## src/rtl/quaternion_attitude_integrator_assert.svh

```systemverilog
// Assertion macros for the attitude integrator.
// Used by the top level; expects clk and rst in scope.
`ifndef QUATERNION_ATTITUDE_INTEGRATOR_ASSERT_SVH
`define QUATERNION_ATTITUDE_INTEGRATOR_ASSERT_SVH

// Same-cycle implication.
`define QAI_ASSERT_SAME(label, ante, cons) \
  label: assert property (@(posedge clk) disable iff (rst) (ante) |-> (cons)) \
    else $error("qai assertion failed");

// Next-cycle implication.
`define QAI_ASSERT_NEXT(label, ante, cons) \
  label: assert property (@(posedge clk) disable iff (rst) (ante) |=> (cons)) \
    else $error("qai assertion failed");

`endif

```

## src/rtl/qai_pkg.sv

```systemverilog
// Shared types and constants for the attitude integrator.
// No dependencies.
package qai_pkg;

  localparam int OMEGA_W    = 24;
  localparam int STEP_W     = 16;
  localparam int STEP_SHIFT = 29;
  localparam int LOP_W      = 46;   // lo * dt plus rounding
  localparam int MUL_W      = 32;
  localparam int NMAG_W     = 30;   // normalized magnitude width
  localparam int NORM_LO    = 29;
  localparam int NORM_HI    = 30;
  localparam int SUMSQ_W    = 62;
  localparam int ROOT_W     = 31;

  localparam logic [3:0] N_PROD  = 4'd12;
  localparam logic [3:0] N_SCALE = 4'd8;
  localparam logic [3:0] N_SQ    = 4'd4;

  localparam logic [1:0] IX = 2'd0;
  localparam logic [1:0] IY = 2'd1;
  localparam logic [1:0] IZ = 2'd2;
  localparam logic [1:0] IW = 2'd3;

  typedef enum logic [3:0] {
    S_IDLE, S_PROD, S_SCALE, S_SUM, S_SHIFT, S_SQ,
    S_ROOT_GO, S_ROOT_WAIT, S_DIV_GO, S_DIV_WAIT, S_OUT
  } qai_state_t;

  typedef struct packed {
    logic [1:0] comp;
    logic [1:0] w_sel;
    logic [1:0] q_sel;
    logic       neg;
  } qai_term_t;

  // Hamilton product (w,0) * q, one term per entry.
  function automatic qai_term_t term_sel(input logic [3:0] j);
    qai_term_t t;
    case (j)
      4'd0:  t = '{IX, IX, IW, 1'b0};
      4'd1:  t = '{IX, IY, IZ, 1'b0};
      4'd2:  t = '{IX, IZ, IY, 1'b1};
      4'd3:  t = '{IY, IY, IW, 1'b0};
      4'd4:  t = '{IY, IZ, IX, 1'b0};
      4'd5:  t = '{IY, IX, IZ, 1'b1};
      4'd6:  t = '{IZ, IZ, IW, 1'b0};
      4'd7:  t = '{IZ, IX, IY, 1'b0};
      4'd8:  t = '{IZ, IY, IX, 1'b1};
      4'd9:  t = '{IW, IX, IX, 1'b1};
      4'd10: t = '{IW, IY, IY, 1'b1};
      4'd11: t = '{IW, IZ, IZ, 1'b1};
      default: t = '0;
    endcase
    return t;
  endfunction

endpackage

```

## src/rtl/qai_mul.sv

```systemverilog
// Shared signed multiplier with registered product.
// Depends on qai_pkg.
module qai_mul import qai_pkg::*; (
  input  logic                        clk,
  input  logic signed [MUL_W-1:0]     a,
  input  logic signed [MUL_W-1:0]     b,
  output logic signed [2*MUL_W-1:0]   p
);
  always_ff @(posedge clk) begin
    p <= a * b;
  end
endmodule

```

## config.mk

```make
export PLATFORM = sky130hd
export DESIGN_NAME = qai_mul
export DESIGN_NICKNAME = d
export VERILOG_FILES = /design/src/rtl/quaternion_attitude_integrator_assert.svh /design/src/rtl/qai_pkg.sv /design/src/rtl/qai_mul.sv
export SDC_FILE = /design/constraint.sdc
export NUM_CORES = 2
export LEC_CHECK = 0
export ABC_CLOCK_PERIOD_IN_PS = 13700
export BUFFER_PORTS_ARGS = -buffer_cell sky130_fd_sc_hd__buf_2
export CORE_ASPECT_RATIO = 1.4
export CORE_MARGIN = 5
export CORE_UTILIZATION = 55
export DETAILED_ROUTE_END_ITERATION = 7
export GPL_TIMING_DRIVEN = 0
export PLACE_DENSITY = 0.82
export SYNTH_ARGS = -nofsm -noshare
export SYNTH_HDL_FRONTEND = slang
export SYNTH_SLANG_ARGS = --single-unit
```

## constraint.sdc

```tcl
create_clock -name clk -period 13.7 [get_ports clk]
set_input_delay 0.685 -clock clk [delete_from_list [all_inputs] [get_ports clk]]
set_output_delay 0.685 -clock clk [all_outputs]
set_load 0.03 [all_outputs]
```

==> impl_metrics.toml <==
[status]
outcome = "completed"

[sta]
setup_tns_ps = 0
slew_viol_final = 0
rsz0062_at_grt = "false"
max_slew_margin_pct = 15.4
fmax_mhz = 96.2
fin_crit_sh_pct = 75.9
finalWorstSetupSlack_ps = 3300
finalHoldViolations = 0
finalSetupViolations = 0
holdWs_ps = 759
finalCriticalPeriod_ps = 10400
worstMarginPinSlew_ps = 1270

[synthesis]
yosys_warnings = 0
post-synth-top-count-cell = "fa_1"
synth_area_leader_cell = "fa_1"
ys.flop_type = "dfxtp_1"
ys_async_sr_fraction_pct = 0
netlist_area_sq_um = 37200
yosys-top-cells-count = "fa_1 (1,082), inv_1 (952), and2_1 (516), nand2_1 (511), clkbuf_1 (195)"
post_synth_num_cell_types = 63
ys_ff_latch = 64
yosysSeqAreaShare_pct = 3.44
mappedNetlistNets = 5215
yosys.area.top_type_share_pct = 58.2
synth_edf_count = 0
synth_area_leaders = "fa_1 (58%), inv_1 (9.6%), and2_1 (8.7%)"
syn_area_per_cell_sq_um = 9.59
syn_inst = 3884

[global_route]
grt_pass1_vias = 31800
globalRouteTotalUtil_pct = 36.4
grt_pass1_wl_mm = 194
grt_overflow = 0
grt_max_degree = 23
antenna_found_initial = 19

[routing]
vias_per_cell = 5.78
wl_per_cell_um = 26.4
drc = 0
drt_iter0_markers = 2149
drtAntennaViolNets = 0
first_pass_iters = 6
num_vias = 28300
postRouteWirelength_mm = 130

[die]
die_w_um = 230
die_y_um = 318
rows = 113
core_sq_um = 67400
initial_utilization_pct = 55.2
die_area_sq_um = 73100
io_pins = 129

[critical_path]
crit_path_end_kind = "flop"
cp_max_fo = 10
cpMostUsedCell = "fa_1"
crit_slowest_cell = "fa_1"
worstPathArrival_ps = 10720
crit_type = "primary input to flop"
slowest_delay_ps = 920
crit_family = "adder cells"
required_ps = 14030
crit_buf_inv = 9
start_kind = "primary input"

[finish]
post-route-util_pct = 58.2
fillers = 5763
largest_reg_flops = 64
syn2layout_area_growth_pct = 5.40
register_area_sq_um = 1280
regMostFlops = "p"
multi_input_area_sq_um = 31600
layout-drive-gt1-share_pct = 4.20
largestRegisters = "p x64"
final_nets = 5354

[placement]
dp_hpwl_mm = 112
place.port_buffers = 128
dp_worst_setup_slack_ps = 2930
gp_congestion = 1.09

[flow_run]
cap_viol_max_count = 0

[clocking]
cts_setup_buffers = 0
cts_made_buffers = 9
ctsHoldBuffers = 0
cts_resized = 0
ctsHtreeMaxLevel = 3
cts_root_buf = "clkbuf_16"
clockBufferDepth = 2
cts.sinks = 64
cts_tree = "built"
clk_pin_slew_worst_paths_ps = 70

[hold_path]
hold_class = "primary input to flop"
cell type report:
cell class / instances / share of cell area, %
timing repair buffer: 128 / 1.63
sequential: 64 / 3.26
buffer: 200 / 1.92
multi-input combinational: 2668 / 80.6
clock inverter: 5 / 0.0893
tap: 862 / 2.75
antenna: 10 / 0.0638
inverter: 952 / 9.10
clock buffer: 10 / 0.583
final timing paths:
check | slack, ps | to | cells after the start | start
setup / recovery | 3300 | p[62] | 26 | a[31]
hold / removal | 760 | p[0] | 2 | b[0]
cell families (layout without fill, tap and decap cells):
family,count (synthesis),in the layout,synth area share [%]
compound gates,193,193,3.46
xor+xnor,75,75,1.76
fa+ha+maj,1266,1266,64.3
buf+inv,1152,1295,11.6
flops,64,64,3.44
other cells,0,10,0
simple gates,1134,1134,15.4
layer usage:
metal / up-vias / wire (um) / track usage (%)
met4: 12 / 16100 / 33.5
met3: 705 / 11300 / 9.10
met1: 14700 / 39400 / 37.9
met5: - / 81 / 0
met2: 1594 / 62700 / 59.8
li1: 11300 / - / -
cells in the final DEF (no fill, tap or decap), types with 3 or more instances in the layout:
master,instances
nor3_1,6
clkbuf_1,196
a21oi_1,68
fa_1,1081
dfxtp_1,64
clkbuf_16,9
o21ai_0,28
xnor2_1,53
o21a_1,4
a21o_1,23
diode_2,10
nand2_1,511
a211oi_1,4
nor2b_1,3
buf_2,131
clkinvlp_4,4
a31oi_1,12
xor2_1,22
nand3_1,15
o21bai_1,15
inv_1,952
and4_1,3
o211ai_1,3
or3_1,4
a211oi_2,3
nand4_1,7
ha_1,184
nand2b_1,9
o31ai_1,6
and3_1,7
and2_1,516
nor2_1,42
a21boi_0,3
stage by stage:
stage / instance area [sq um] / cells
6_report: 39300 / 4899
5_1_grt: 39200 / 4891
4_1_cts: 39200 / 4889
3_5_place_dp: 39000 / 4874
3_3_place_gp: 39000 / 4874
2_1_floorplan: 37200 / 3884
Power is left out: the tool's default activity adds up to more than one toggle a clock period on the data nets, which glitch-free logic cannot reach.
