File: config.mk
export PLATFORM = sky130hd
export DESIGN_NAME = qai_div
export DESIGN_NICKNAME = d
export VERILOG_FILES = /design/src/rtl/quaternion_attitude_integrator_assert.svh /design/src/rtl/qai_pkg.sv /design/src/rtl/qai_div.sv
export SDC_FILE = /design/constraint.sdc
export NUM_CORES = 1
export LEC_CHECK = 0
export BUFFER_PORTS_ARGS = -buffer_cell sky130_fd_sc_hd__buf_4
export CAP_MARGIN = 15
export CELL_PAD_IN_SITES_DETAIL_PLACEMENT = 1
export CELL_PAD_IN_SITES_GLOBAL_PLACEMENT = 1
export CORE_ASPECT_RATIO = 1.75
export CORE_MARGIN = 4
export CORE_UTILIZATION = 48
export CTS_CLUSTER_DIAMETER = 60
export CTS_CLUSTER_SIZE = 20
export DETAILED_ROUTE_END_ITERATION = 7
export PLACE_DENSITY = 0.84
export SYNTH_ARGS = -nofsm -noshare
export SYNTH_HDL_FRONTEND = slang
export SYNTH_SLANG_ARGS = --single-unit
export TNS_END_PERCENT = 100
File: constraint.sdc
create_clock -name clk -period 5 [get_ports clk]
set_input_delay 0 -clock clk [delete_from_list [all_inputs] [get_ports clk]]
set_output_delay 0 -clock clk [all_outputs]
set_load 0.05 [all_outputs]
File: src/rtl/quaternion_attitude_integrator_assert.svh
// Assertion macros for the attitude integrator.
// Used by the top level; expects clk and rst in scope.
`ifndef QUATERNION_ATTITUDE_INTEGRATOR_ASSERT_SVH
`define QUATERNION_ATTITUDE_INTEGRATOR_ASSERT_SVH

// Same-cycle implication.
`define QAI_ASSERT_SAME(label, ante, cons) \
  label: assert property (@(posedge clk) disable iff (rst) (ante) |-> (cons)) \
    else $error("qai assertion failed");

// Next-cycle implication.
`define QAI_ASSERT_NEXT(label, ante, cons) \
  label: assert property (@(posedge clk) disable iff (rst) (ante) |=> (cons)) \
    else $error("qai assertion failed");

`endif

File: src/rtl/qai_pkg.sv
// Shared types and constants for the attitude integrator.
// No dependencies.
package qai_pkg;

  localparam int OMEGA_W    = 24;
  localparam int STEP_W     = 16;
  localparam int STEP_SHIFT = 29;
  localparam int LOP_W      = 46;   // lo * dt plus rounding
  localparam int MUL_W      = 32;
  localparam int NMAG_W     = 30;   // normalized magnitude width
  localparam int NORM_LO    = 29;
  localparam int NORM_HI    = 30;
  localparam int SUMSQ_W    = 62;
  localparam int ROOT_W     = 31;

  localparam logic [3:0] N_PROD  = 4'd12;
  localparam logic [3:0] N_SCALE = 4'd8;
  localparam logic [3:0] N_SQ    = 4'd4;

  localparam logic [1:0] IX = 2'd0;
  localparam logic [1:0] IY = 2'd1;
  localparam logic [1:0] IZ = 2'd2;
  localparam logic [1:0] IW = 2'd3;

  typedef enum logic [3:0] {
    S_IDLE, S_PROD, S_SCALE, S_SUM, S_SHIFT, S_SQ,
    S_ROOT_GO, S_ROOT_WAIT, S_DIV_GO, S_DIV_WAIT, S_OUT
  } qai_state_t;

  typedef struct packed {
    logic [1:0] comp;
    logic [1:0] w_sel;
    logic [1:0] q_sel;
    logic       neg;
  } qai_term_t;

  // Hamilton product (w,0) * q, one term per entry.
  function automatic qai_term_t term_sel(input logic [3:0] j);
    qai_term_t t;
    case (j)
      4'd0:  t = '{IX, IX, IW, 1'b0};
      4'd1:  t = '{IX, IY, IZ, 1'b0};
      4'd2:  t = '{IX, IZ, IY, 1'b1};
      4'd3:  t = '{IY, IY, IW, 1'b0};
      4'd4:  t = '{IY, IZ, IX, 1'b0};
      4'd5:  t = '{IY, IX, IZ, 1'b1};
      4'd6:  t = '{IZ, IZ, IW, 1'b0};
      4'd7:  t = '{IZ, IX, IY, 1'b0};
      4'd8:  t = '{IZ, IY, IX, 1'b1};
      4'd9:  t = '{IW, IX, IX, 1'b1};
      4'd10: t = '{IW, IY, IY, 1'b1};
      4'd11: t = '{IW, IZ, IZ, 1'b1};
      default: t = '0;
    endcase
    return t;
  endfunction

endpackage

File: src/rtl/qai_div.sv
// Restoring divider: round(m * 2^QF / len), one quotient bit per cycle.
// Depends on qai_pkg. Requires m <= len.
module qai_div import qai_pkg::*; #(
  parameter int QF = 14
) (
  input  logic              clk,
  input  logic              rst,
  input  logic              start,
  input  logic [NMAG_W-1:0] m,
  input  logic [ROOT_W-1:0] len,
  output logic              done,
  output logic [QF:0]       quo
);
  localparam int NW = NMAG_W + QF + 1;
  localparam int CW = $clog2(QF + 2);

  logic [NW-1:0]     num;
  logic [ROOT_W-1:0] rem;
  logic [QF:0]       low;
  logic [ROOT_W:0]   r2;
  logic [CW-1:0]     cnt;
  logic              busy;

  assign num = (NW'(m) << QF) + NW'(len >> 1);
  assign r2  = {rem, low[QF]};

  always_ff @(posedge clk) begin
    if (rst) begin
      busy <= 1'b0;
      done <= 1'b0;
    end else begin
      done <= 1'b0;
      if (start) begin
        // quotient fits QF+1 bits, so the top part is already below len
        rem  <= ROOT_W'(num[NW-1:QF+1]);
        low  <= num[QF:0];
        cnt  <= '0;
        busy <= 1'b1;
      end else if (busy) begin
        if (r2 >= {1'b0, len}) begin
          rem <= ROOT_W'(r2 - {1'b0, len});
          quo <= {quo[QF-1:0], 1'b1};
        end else begin
          rem <= r2[ROOT_W-1:0];
          quo <= {quo[QF-1:0], 1'b0};
        end
        low <= low << 1;
        cnt <= cnt + CW'(1);
        if (cnt == CW'(QF)) begin
          busy <= 1'b0;
          done <= 1'b1;
        end
      end
    end
  end
endmodule

==> metrics.cfg <==
[drt]
drc=0
vias_per_cell=6.25
ant_nets=0
vias=5199
wl_microns=18100
wire_per_inst_microns=21.7
dr.pass1.iters=4
drt-initial-drc-count=241

[yosys]
ys_seq_area_share_pct=35.7
syn_area_per_cell_sq_um=9.22
synthFlopType=edfxtp_1
synth_top_area_share_pct=35.0
ys_warn_count=0
synth_edf_count=65
muxShareOfSynthArea_pct=3.72
synth_top_cell_by_area=edfxtp_1
synth-compound-area-share_pct=21.8
synthCells=605
synth_nets=720
synth_most_common_cell=edfxtp_1
ys_async_sr_fraction_pct=0
synthAdderAreaFrac_pct=11.7
synthSimpleGateAreaFrac_pct=14.4
netlist_top_cells_count=edfxtp_1, a21oi_1, ha_1
synth_top_family_by_area=compound AO/OA/AOI/OAI gates
synth_xor_area_share_pct=8.01
yosys.cell_types.count=55
ys_ff_latch=67
syn_area_sq_um=5580
synth_area_leaders=edfxtp_1, ha_1, a21oi_1

[global_route]
grt_overflow_total=0
track_usage_pct=28.0
antenna_found_initial=0
first_global_vias=5699
grt_max_degree=76
grt_pass1_wl_microns=28600

[power_and_ir_drop]
p_per_area_nw_per_um2=316
leakagePower_nw=2.94
pwr-share-seq_pct=33.2
switching_power_uw=751
internal_power_mw=1.38
vdd_ir_drop_max_mv=0.209
power_frac_clock_pct=31.2
switching_share_pct=35.3
comb_power_share_pct=35.6

[min_path]
min_path_cells=2
hp-class=in2reg
holdCritStartpoint=len[5]
whs_endpoint=low[4]

[layout]
syn_to_final_growth_pct=20.8
n_antenna_cell=0
finalNetCount=810
utilization_pct=60.0
drive_gt1_share_pct=17.3
fin_cells=832
nFillCells=1313

[sta]
hold_viol_final=0
rsz0062_at_grt=false
postLayoutSetupSlackWorst_ps=1340
tightestPinTransition_ps=1080
min_period_over_period_pct=73.2
slew_headroom_pct=27.0
skew_ps=10.6
finalCriticalPeriod_ps=3660
max_freq_mhz=273
setup_viol=0
slew_violations=0
tns_ps=0
fin_hold_ws_ps=9.39

[placement]
hpwlAfterDp_microns=13500
portBuffers=79
dpl.cell_count=801
globalplace.congestion=0.918
dp_slack_ps=1460

[floorplan]
coreArea_sq_um=11200
rows=51
start_util_pct=49.7
die-area_sq_um=13500
num_io_pins=80
die_w_microns=89.5
fp.dieH_microns=151

[run_status]
outcome=completed

[cts]
cts-resized-gates=0
htree_levels=3
cts_hold_buf=14
post_cts_buffers=0
cts.path.max_buffers=2
clkTransAtPathRegs_ps=60
cts_sinks=67
insertion_delay_ps=350
root_buffer=clkbuf_16
tritoncts=built
cts_buffers=9

[critical_path]
reg2reg_from=low[14]
reg2regPathDepth=13
critPathLaunchType=flip-flop
r2r_slack_ps=1340
endpoint_kind=flip-flop
timing.rr.end=rem[26]
arrival_ps=3750
setup.worst_path.class=reg2reg
critPathRequiredTime_ps=5090
path_max_fanout=42

[run]
drv_cap=0

metrics by stage:
step / power (mW) / area (sq um)
2_1_floorplan: 1.23 / 5580
3_3_place_gp: 1.42 / 6280
3_5_place_dp: 1.45 / 6280
4_1_cts: 2.13 / 6720
5_1_grt: 2.23 / 6740
6_report: 2.13 / 6740
layout make-up:
cell class | count | area, sq um | area share, %
Multi-Input combinational cell | 473 | 3340 | 49.6
Inverter | 48 | 180 | 2.68
Tap cell | 132 | 165 | 2.45
Clock buffer | 9 | 225 | 3.34
Sequential cell | 67 | 1990 | 29.6
Clock inverter | 7 | 75.1 | 1.11
Timing Repair Buffer | 96 | 759 | 11.3
cells by family after synthesis:
| group | after synthesis |
|---|---|
| buffers and inverters | 65 |
| flip-flops | 67 |
| AND/OR/NAND/NOR | 167 |
| XOR/XNOR | 51 |
| adder cells (fa/ha/maj) | 51 |
| multiplexers | 19 |
| AO/OA/AOI/OAI | 185 |
flip-flops by register name, summed over array words and instances, names as in the netlist:
signal and count:
busy 1, quo 15, done 1, rem 31, low 15, cnt 4
how the worst max path moves through the flow:
stage	depth (start not counted)	to	startpoint
finish	13	rem[26]	low[14]
global route	13	rem[26]	low[14]
CTS	13	rem[26]	low[14]
detailed placement	13	rem[13]	low[14]
global placement	13	rem[13]	low[14]
floorplan	4	cnt[0]	start
worst max-delay path, stage by stage (launching register included):
cell and delay (ps):
edfxtp_1 390, inv_1 100, ha_1 200, fa_1 210
and2b_1 230, o2111ai_2 210, a31oi_1 220, o21ai_1 280
nand3_1 130, a32oi_2 210, buf_4 440, inv_2 320
a41oi_1 290, o211ai_1 110
power groups by stage:
| stage | clock network [mW] | registers [mW] | logic [mW] |
|---|---|---|---|
| final | 0.665 | 0.707 | 0.757 |
| after global routing | 0.689 | 0.711 | 0.834 |
| after CTS | 0.669 | 0.707 | 0.756 |
| after detailed placement | 0 | 0.717 | 0.730 |
| after global placement | 0 | 0.715 | 0.703 |
| after floorplan | 0 | 0.716 | 0.515 |
layer usage:
layer | up-vias | global-route usage (%) | routed length [microns]
met5 | - | 0 | 0
met4 | 0 | 13.8 | 849
met3 | 56 | 3.89 | 572
met2 | 133 | 54.8 | 10500
met1 | 2584 | 27.0 | 6170
li1 | 2426 | - | -
cell usage in the layout, fill, tap and decap left out, drive strengths merged, types with 17 or more instances in the layout:
master / n
xor2: 23
o21ai: 27
a21oi: 58
xnor2: 28
nand3: 17
a21o: 28
buf: 82
ha: 49
nor2: 43
inv: 49
nand2: 44
edfxtp: 65
a211oi: 18
(Power assumes the default switching activity.)
