==> config.mk <==
export PLATFORM = sky130hd
export DESIGN_NAME = qai_isqrt
export DESIGN_NICKNAME = d
export VERILOG_FILES = /design/src/rtl/quaternion_attitude_integrator_assert.svh /design/src/rtl/qai_pkg.sv /design/src/rtl/qai_isqrt.sv
export SDC_FILE = /design/constraint.sdc
export NUM_CORES = 1
export LEC_CHECK = 0
export BUFFER_PORTS_ARGS = -buffer_cell sky130_fd_sc_hd__buf_2
export CORE_AREA = 4 4 261 263
export CTS_BUF_LIST = sky130_fd_sc_hd__clkbuf_16
export DETAILED_ROUTE_END_ITERATION = 16
export DIE_AREA = 0 0 265 267
export HOLD_SLACK_MARGIN = 0.12
export SKIP_LAST_GASP = 1
export SYNTH_ARGS = -nofsm -noshare
export SYNTH_HDL_FRONTEND = slang
export SYNTH_SLANG_ARGS = --single-unit
export TNS_END_PERCENT = 10
==> constraint.sdc <==
create_clock -name clk -period 18.4 [get_ports clk]
set_clock_uncertainty 0.2 [all_clocks]
set_input_delay 0.92 -clock clk [delete_from_list [all_inputs] [get_ports clk]]
set_output_delay 0.92 -clock clk [all_outputs]
set_load 0.05 [all_outputs]
==> src/rtl/quaternion_attitude_integrator_assert.svh <==
// Assertion macros for the attitude integrator.
// Used by the top level; expects clk and rst in scope.
`ifndef QUATERNION_ATTITUDE_INTEGRATOR_ASSERT_SVH
`define QUATERNION_ATTITUDE_INTEGRATOR_ASSERT_SVH

// Same-cycle implication.
`define QAI_ASSERT_SAME(label, ante, cons) \
  label: assert property (@(posedge clk) disable iff (rst) (ante) |-> (cons)) \
    else $error("qai assertion failed");

// Next-cycle implication.
`define QAI_ASSERT_NEXT(label, ante, cons) \
  label: assert property (@(posedge clk) disable iff (rst) (ante) |=> (cons)) \
    else $error("qai assertion failed");

`endif

==> src/rtl/qai_pkg.sv <==
// Shared types and constants for the attitude integrator.
// No dependencies.
package qai_pkg;

  localparam int OMEGA_W    = 24;
  localparam int STEP_W     = 16;
  localparam int STEP_SHIFT = 29;
  localparam int LOP_W      = 46;   // lo * dt plus rounding
  localparam int MUL_W      = 32;
  localparam int NMAG_W     = 30;   // normalized magnitude width
  localparam int NORM_LO    = 29;
  localparam int NORM_HI    = 30;
  localparam int SUMSQ_W    = 62;
  localparam int ROOT_W     = 31;

  localparam logic [3:0] N_PROD  = 4'd12;
  localparam logic [3:0] N_SCALE = 4'd8;
  localparam logic [3:0] N_SQ    = 4'd4;

  localparam logic [1:0] IX = 2'd0;
  localparam logic [1:0] IY = 2'd1;
  localparam logic [1:0] IZ = 2'd2;
  localparam logic [1:0] IW = 2'd3;

  typedef enum logic [3:0] {
    S_IDLE, S_PROD, S_SCALE, S_SUM, S_SHIFT, S_SQ,
    S_ROOT_GO, S_ROOT_WAIT, S_DIV_GO, S_DIV_WAIT, S_OUT
  } qai_state_t;

  typedef struct packed {
    logic [1:0] comp;
    logic [1:0] w_sel;
    logic [1:0] q_sel;
    logic       neg;
  } qai_term_t;

  // Hamilton product (w,0) * q, one term per entry.
  function automatic qai_term_t term_sel(input logic [3:0] j);
    qai_term_t t;
    case (j)
      4'd0:  t = '{IX, IX, IW, 1'b0};
      4'd1:  t = '{IX, IY, IZ, 1'b0};
      4'd2:  t = '{IX, IZ, IY, 1'b1};
      4'd3:  t = '{IY, IY, IW, 1'b0};
      4'd4:  t = '{IY, IZ, IX, 1'b0};
      4'd5:  t = '{IY, IX, IZ, 1'b1};
      4'd6:  t = '{IZ, IZ, IW, 1'b0};
      4'd7:  t = '{IZ, IX, IY, 1'b0};
      4'd8:  t = '{IZ, IY, IX, 1'b1};
      4'd9:  t = '{IW, IX, IX, 1'b1};
      4'd10: t = '{IW, IY, IY, 1'b1};
      4'd11: t = '{IW, IZ, IZ, 1'b1};
      default: t = '0;
    endcase
    return t;
  endfunction

endpackage

==> src/rtl/qai_isqrt.sv <==
// Iterative integer square root, one result bit per cycle.
// Depends on qai_pkg.
module qai_isqrt import qai_pkg::*; (
  input  logic               clk,
  input  logic               rst,
  input  logic               start,
  input  logic [SUMSQ_W-1:0] n,
  output logic               done,
  output logic [ROOT_W-1:0]  root
);
  localparam int AW = 64;

  logic [AW-1:0] rem;
  logic [AW-1:0] res;
  logic [AW-1:0] bitv;
  logic [AW-1:0] trial;
  logic [4:0]    cnt;
  logic          busy;

  assign trial = res + bitv;
  assign root  = res[ROOT_W-1:0];

  always_ff @(posedge clk) begin
    if (rst) begin
      busy <= 1'b0;
      done <= 1'b0;
    end else begin
      done <= 1'b0;
      if (start) begin
        rem  <= AW'(n);
        res  <= '0;
        bitv <= AW'(1) << SUMSQ_W;
        cnt  <= '0;
        busy <= 1'b1;
      end else if (busy) begin
        if (rem >= trial) begin
          rem <= rem - trial;
          res <= (res >> 1) + bitv;
        end else begin
          res <= res >> 1;
        end
        bitv <= bitv >> 2;
        cnt  <= cnt + 5'd1;
        if (cnt == 5'd31) begin
          busy <= 1'b0;
          done <= 1'b1;
        end
      end
    end
  end
endmodule

==> impl_metrics.py <==
metrics = {
    "global_routing": {
        "antenna_violations_before_repair": 0,
        "grt.total_usage": 0.134,
        "first_global_vias": 13500,
        "grt_pass1_wl_mm": 75.7,
        "grt_start_max_net_pins": 89,
        "gr-total-overflow": 0,
    },
    "pwr": {
        "switching_power_total_w": 0.000807,
        "pwr-share-seq": 0.299,
        "comb_power_share": 0.507,
        "p_total_w": 0.00182,
        "switching_share": 0.444,
        "pwr-share-clk": 0.193,
        "power.density_mw_per_mm2": 102,
        "cellLeakagePower_nw": 6.59,
        "power_report.internal_total_w": 0.00101,
        "ir_worst_vdd_mv": 0.0746,
    },
    "setup_path": {
        "critical_path.max_fanout": 64,
        "worst_ep_required_time_ns": 18.29,
        "setup.worst_path.class": "reg2reg",
        "setup.worst_path.end_class": "register",
        "reg2regPathDepth": 20,
        "worst-endpoint-arrival_ns": 6.98,
        "crit_path_start_kind": "register",
    },
    "synth": {
        "synth_cell_type_count": 104,
        "synth_top_area_frac": 0.303,
        "synth_nets": 2112,
        "synth.top_cells.by_area": "edfxtp_1 30%, ha_1 10%, nand2_1 5.1%",
        "ys_ff_latch": 167,
        "postSynth.asyncResetShare": 0,
        "netlist.top_cell.by_area": "edfxtp_1",
        "mean_post_synth_cell_area_sq_um": 8.53,
        "syn_inst": 1914,
        "synth_flop_cell": "edfxtp_1",
        "synth.yosys.seq_area_share": 0.306,
        "syn_area_sq_mm": 0.0163,
        "synth_edf_count": 165,
        "yosysWarningCount": 0,
    },
    "floorplan": {
        "floorplan.core_area_sq_mm": 0.0656,
        "die_area_sq_mm": 0.0708,
        "row_count": 94,
        "die_w_um": 265,
        "die_height_um": 267,
        "start_util": 0.249,
        "boundaryPins": 97,
    },
    "timing": {
        "achievable-frequency_ghz": 0.141,
        "final_min_period_over_clock_period": 0.386,
        "worst-slew-pin-transition_ns": 1.04,
        "finalMaxSlewViolations": 0,
        "setup_repair_after_global_routing_missed_its_margin": "no",
        "report.final.setup_viol": 0,
        "finalCriticalPeriod_ns": 7.10,
        "fin_hold_ws_ns": 0.281,
        "final-hold-violation-count": 0,
        "timing.max_slew.rel_slack": 0.306,
        "tns_ns": 0,
    },
    "placed_design": {
        "globalplace.congestion": 0.890,
        "portBuffers": 96,
        "dpl.hpwl_mm": 37.9,
    },
    "cts": {
        "cts.repair_timing.setup_buffer_count": 0,
        "cts-htree-levels": 4,
        "clock_insertion_delay_worst_skew_ns": 0.47,
        "cts_root_buffer_type": "clkbuf_16",
        "postCtsHoldBufs": 0,
        "cts_tree": "built",
        "clock_pin_slew_reported_for_the_worst_setup_and_hold_paths_after_clock_tree_synthesis_ns": 0.07,
        "numClockSinks": 167,
        "cts_max_path_buffers": 2,
        "total_cts_buffers": 17,
        "cts_resized": 0,
    },
    "routing": {
        "route.antenna.remaining_nets": 0,
        "drc_errors": 0,
        "drt-wirelength-per-cell_um": 17.5,
        "total_via_count_in_the_routed_design": 14500,
        "postRouteWirelength_mm": 49.0,
        "drt_iter0_drc": 1162,
        "vias_per_cell": 5.18,
        "detail_route.first_pass.iterations": 6,
    },
    "outcome": {
        "run_status": "finished, final reports clean",
    },
    "layout": {
        "finalNetCount": 2120,
        "layout.filler_cells": 7101,
        "diodes": 0,
        "fraction_of_layout_cells_with_a_size_suffix_above_1": 0.107,
        "layout.cells.most_common_list": "222 x nand2_1, 165 x edfxtp_1, 144 x nor2_1, 144 x a21oi_1",
        "most_common_library_cell_in_the_layout_ignoring_fill_and_taps": "nand2_1",
        "area_growth_syn_to_layout_pct": 9.30,
    },
    "job": {
        "max_cap_violations": 0,
    },
    "worst_hold_path": {
        "min_delay_path_depth": 1,
        "timing.hold.worst.class": "reg2reg",
    },
}
[metrics by stage]
stage | instance area [sq um] | setup slack (ns) | instances | util
after floorplan | 16300 | 10.71 | 1914 | -
after global placement | 17300 | 11.53 | 2767 | 0.264
after detailed placement | 17300 | 11.39 | 2767 | 0.264
after CTS | 17800 | 11.35 | 2799 | 0.272
after global routing | 17800 | 10.94 | 2799 | 0.272
final | 17800 | 11.30 | 2799 | 0.272
[Yosys cell counts, types with 7 or more instances]
cell	count
buf_2	17
nor2b_1	47
xnor2_1	71
a21o_1	40
clkbuf_1	43
buf_4	41
nand2b_1	17
o21ai_1	21
and3_1	22
nor4_1	11
xor2_1	73
o21a_1	13
edfxtp_1	165
a31o_2	13
o211ai_1	14
or3_1	24
o21bai_1	39
nand4_1	44
o31ai_1	12
nand3b_1	7
a211oi_1	21
a211o_1	8
ha_1	132
nand3_1	50
a31oi_1	70
a21oi_1	144
mux2_2	10
and4_1	10
nand2_1	222
and2_1	23
nor2_1	145
inv_1	40
nor3_1	33
o21ai_0	132
[power by group through the flow]
stage               clock network (W)  registers (W)  logic [W]
finish                       0.000351       0.000544   0.000922
global route                 0.000376       0.000549    0.00102
CTS                          0.000362       0.000542   0.000915
detailed placement                  0       0.000549   0.000912
global placement                    0       0.000549   0.000910
floorplan                           0       0.000526   0.000740
[final cells by class]
type / count / area (sq um) / area share
Multi-Input combinational cell: 1593 / 10500 / 0.590
Sequential cell: 167 / 4990 / 0.280
Tap cell: 864 / 1080 / 0.0606
Timing Repair Buffer: 103 / 539 / 0.0302
Clock buffer: 17 / 425 / 0.0238
Inverter: 40 / 153 / 0.00855
Clock inverter: 15 / 125 / 0.00701
[registers in the layout, indices dropped and copies added, names as in the netlist]
name	count
rem	64
done	1
bitv	32
cnt	5
busy	1
res	64
[worst max-delay path: stages (launching register included)]
cell	delay [ns]
edfxtp_1	0.49
ha_1	0.42
and2_1	0.20
a21oi_1	0.10
o2bb2ai_1	0.40
a31oi_1	0.36
o31ai_2	0.47
a21boi_1	0.18
o32a_1	0.35
xor2_1	0.17
ha_1	0.44
nand4_1	0.15
nor2_1	0.33
nand3b_1	0.14
a211oi_1	0.23
o31ai_1	0.20
a21oi_4	0.18
buf_4	0.54
nor2_1	0.21
nor2_4	0.12
buf_4	0.69
[routing by layer]
layer  wire length, um  track usage  share of wire  vias to the layer above
li1                  -            -              -                     7184
met1             23500        0.186           0.48                     6878
met2             22100        0.213           0.45                      399
met3              2450       0.0243          0.050                       51
met4              1050       0.0378          0.021                        0
met5                 0            0              0                        -
[final timing paths]
path              slack, ns  endpoint    start
hold / removal         0.28      done     busy
setup reg to reg      11.30    rem[9]  res[12]
hold reg to reg        0.28      done     busy
setup / recovery      11.30    rem[9]  res[12]
[cells by family after synthesis]
logic type,after synthesis,share of synthesized area
simple gates,680,0.203
compound gates,620,0.250
flops,167,0.306
buf+inv,154,0.0502
xor+xnor,144,0.0773
fa+ha+maj,133,0.102
mux,16,0.0110
Note: power is estimated with default switching activity, not from simulation.
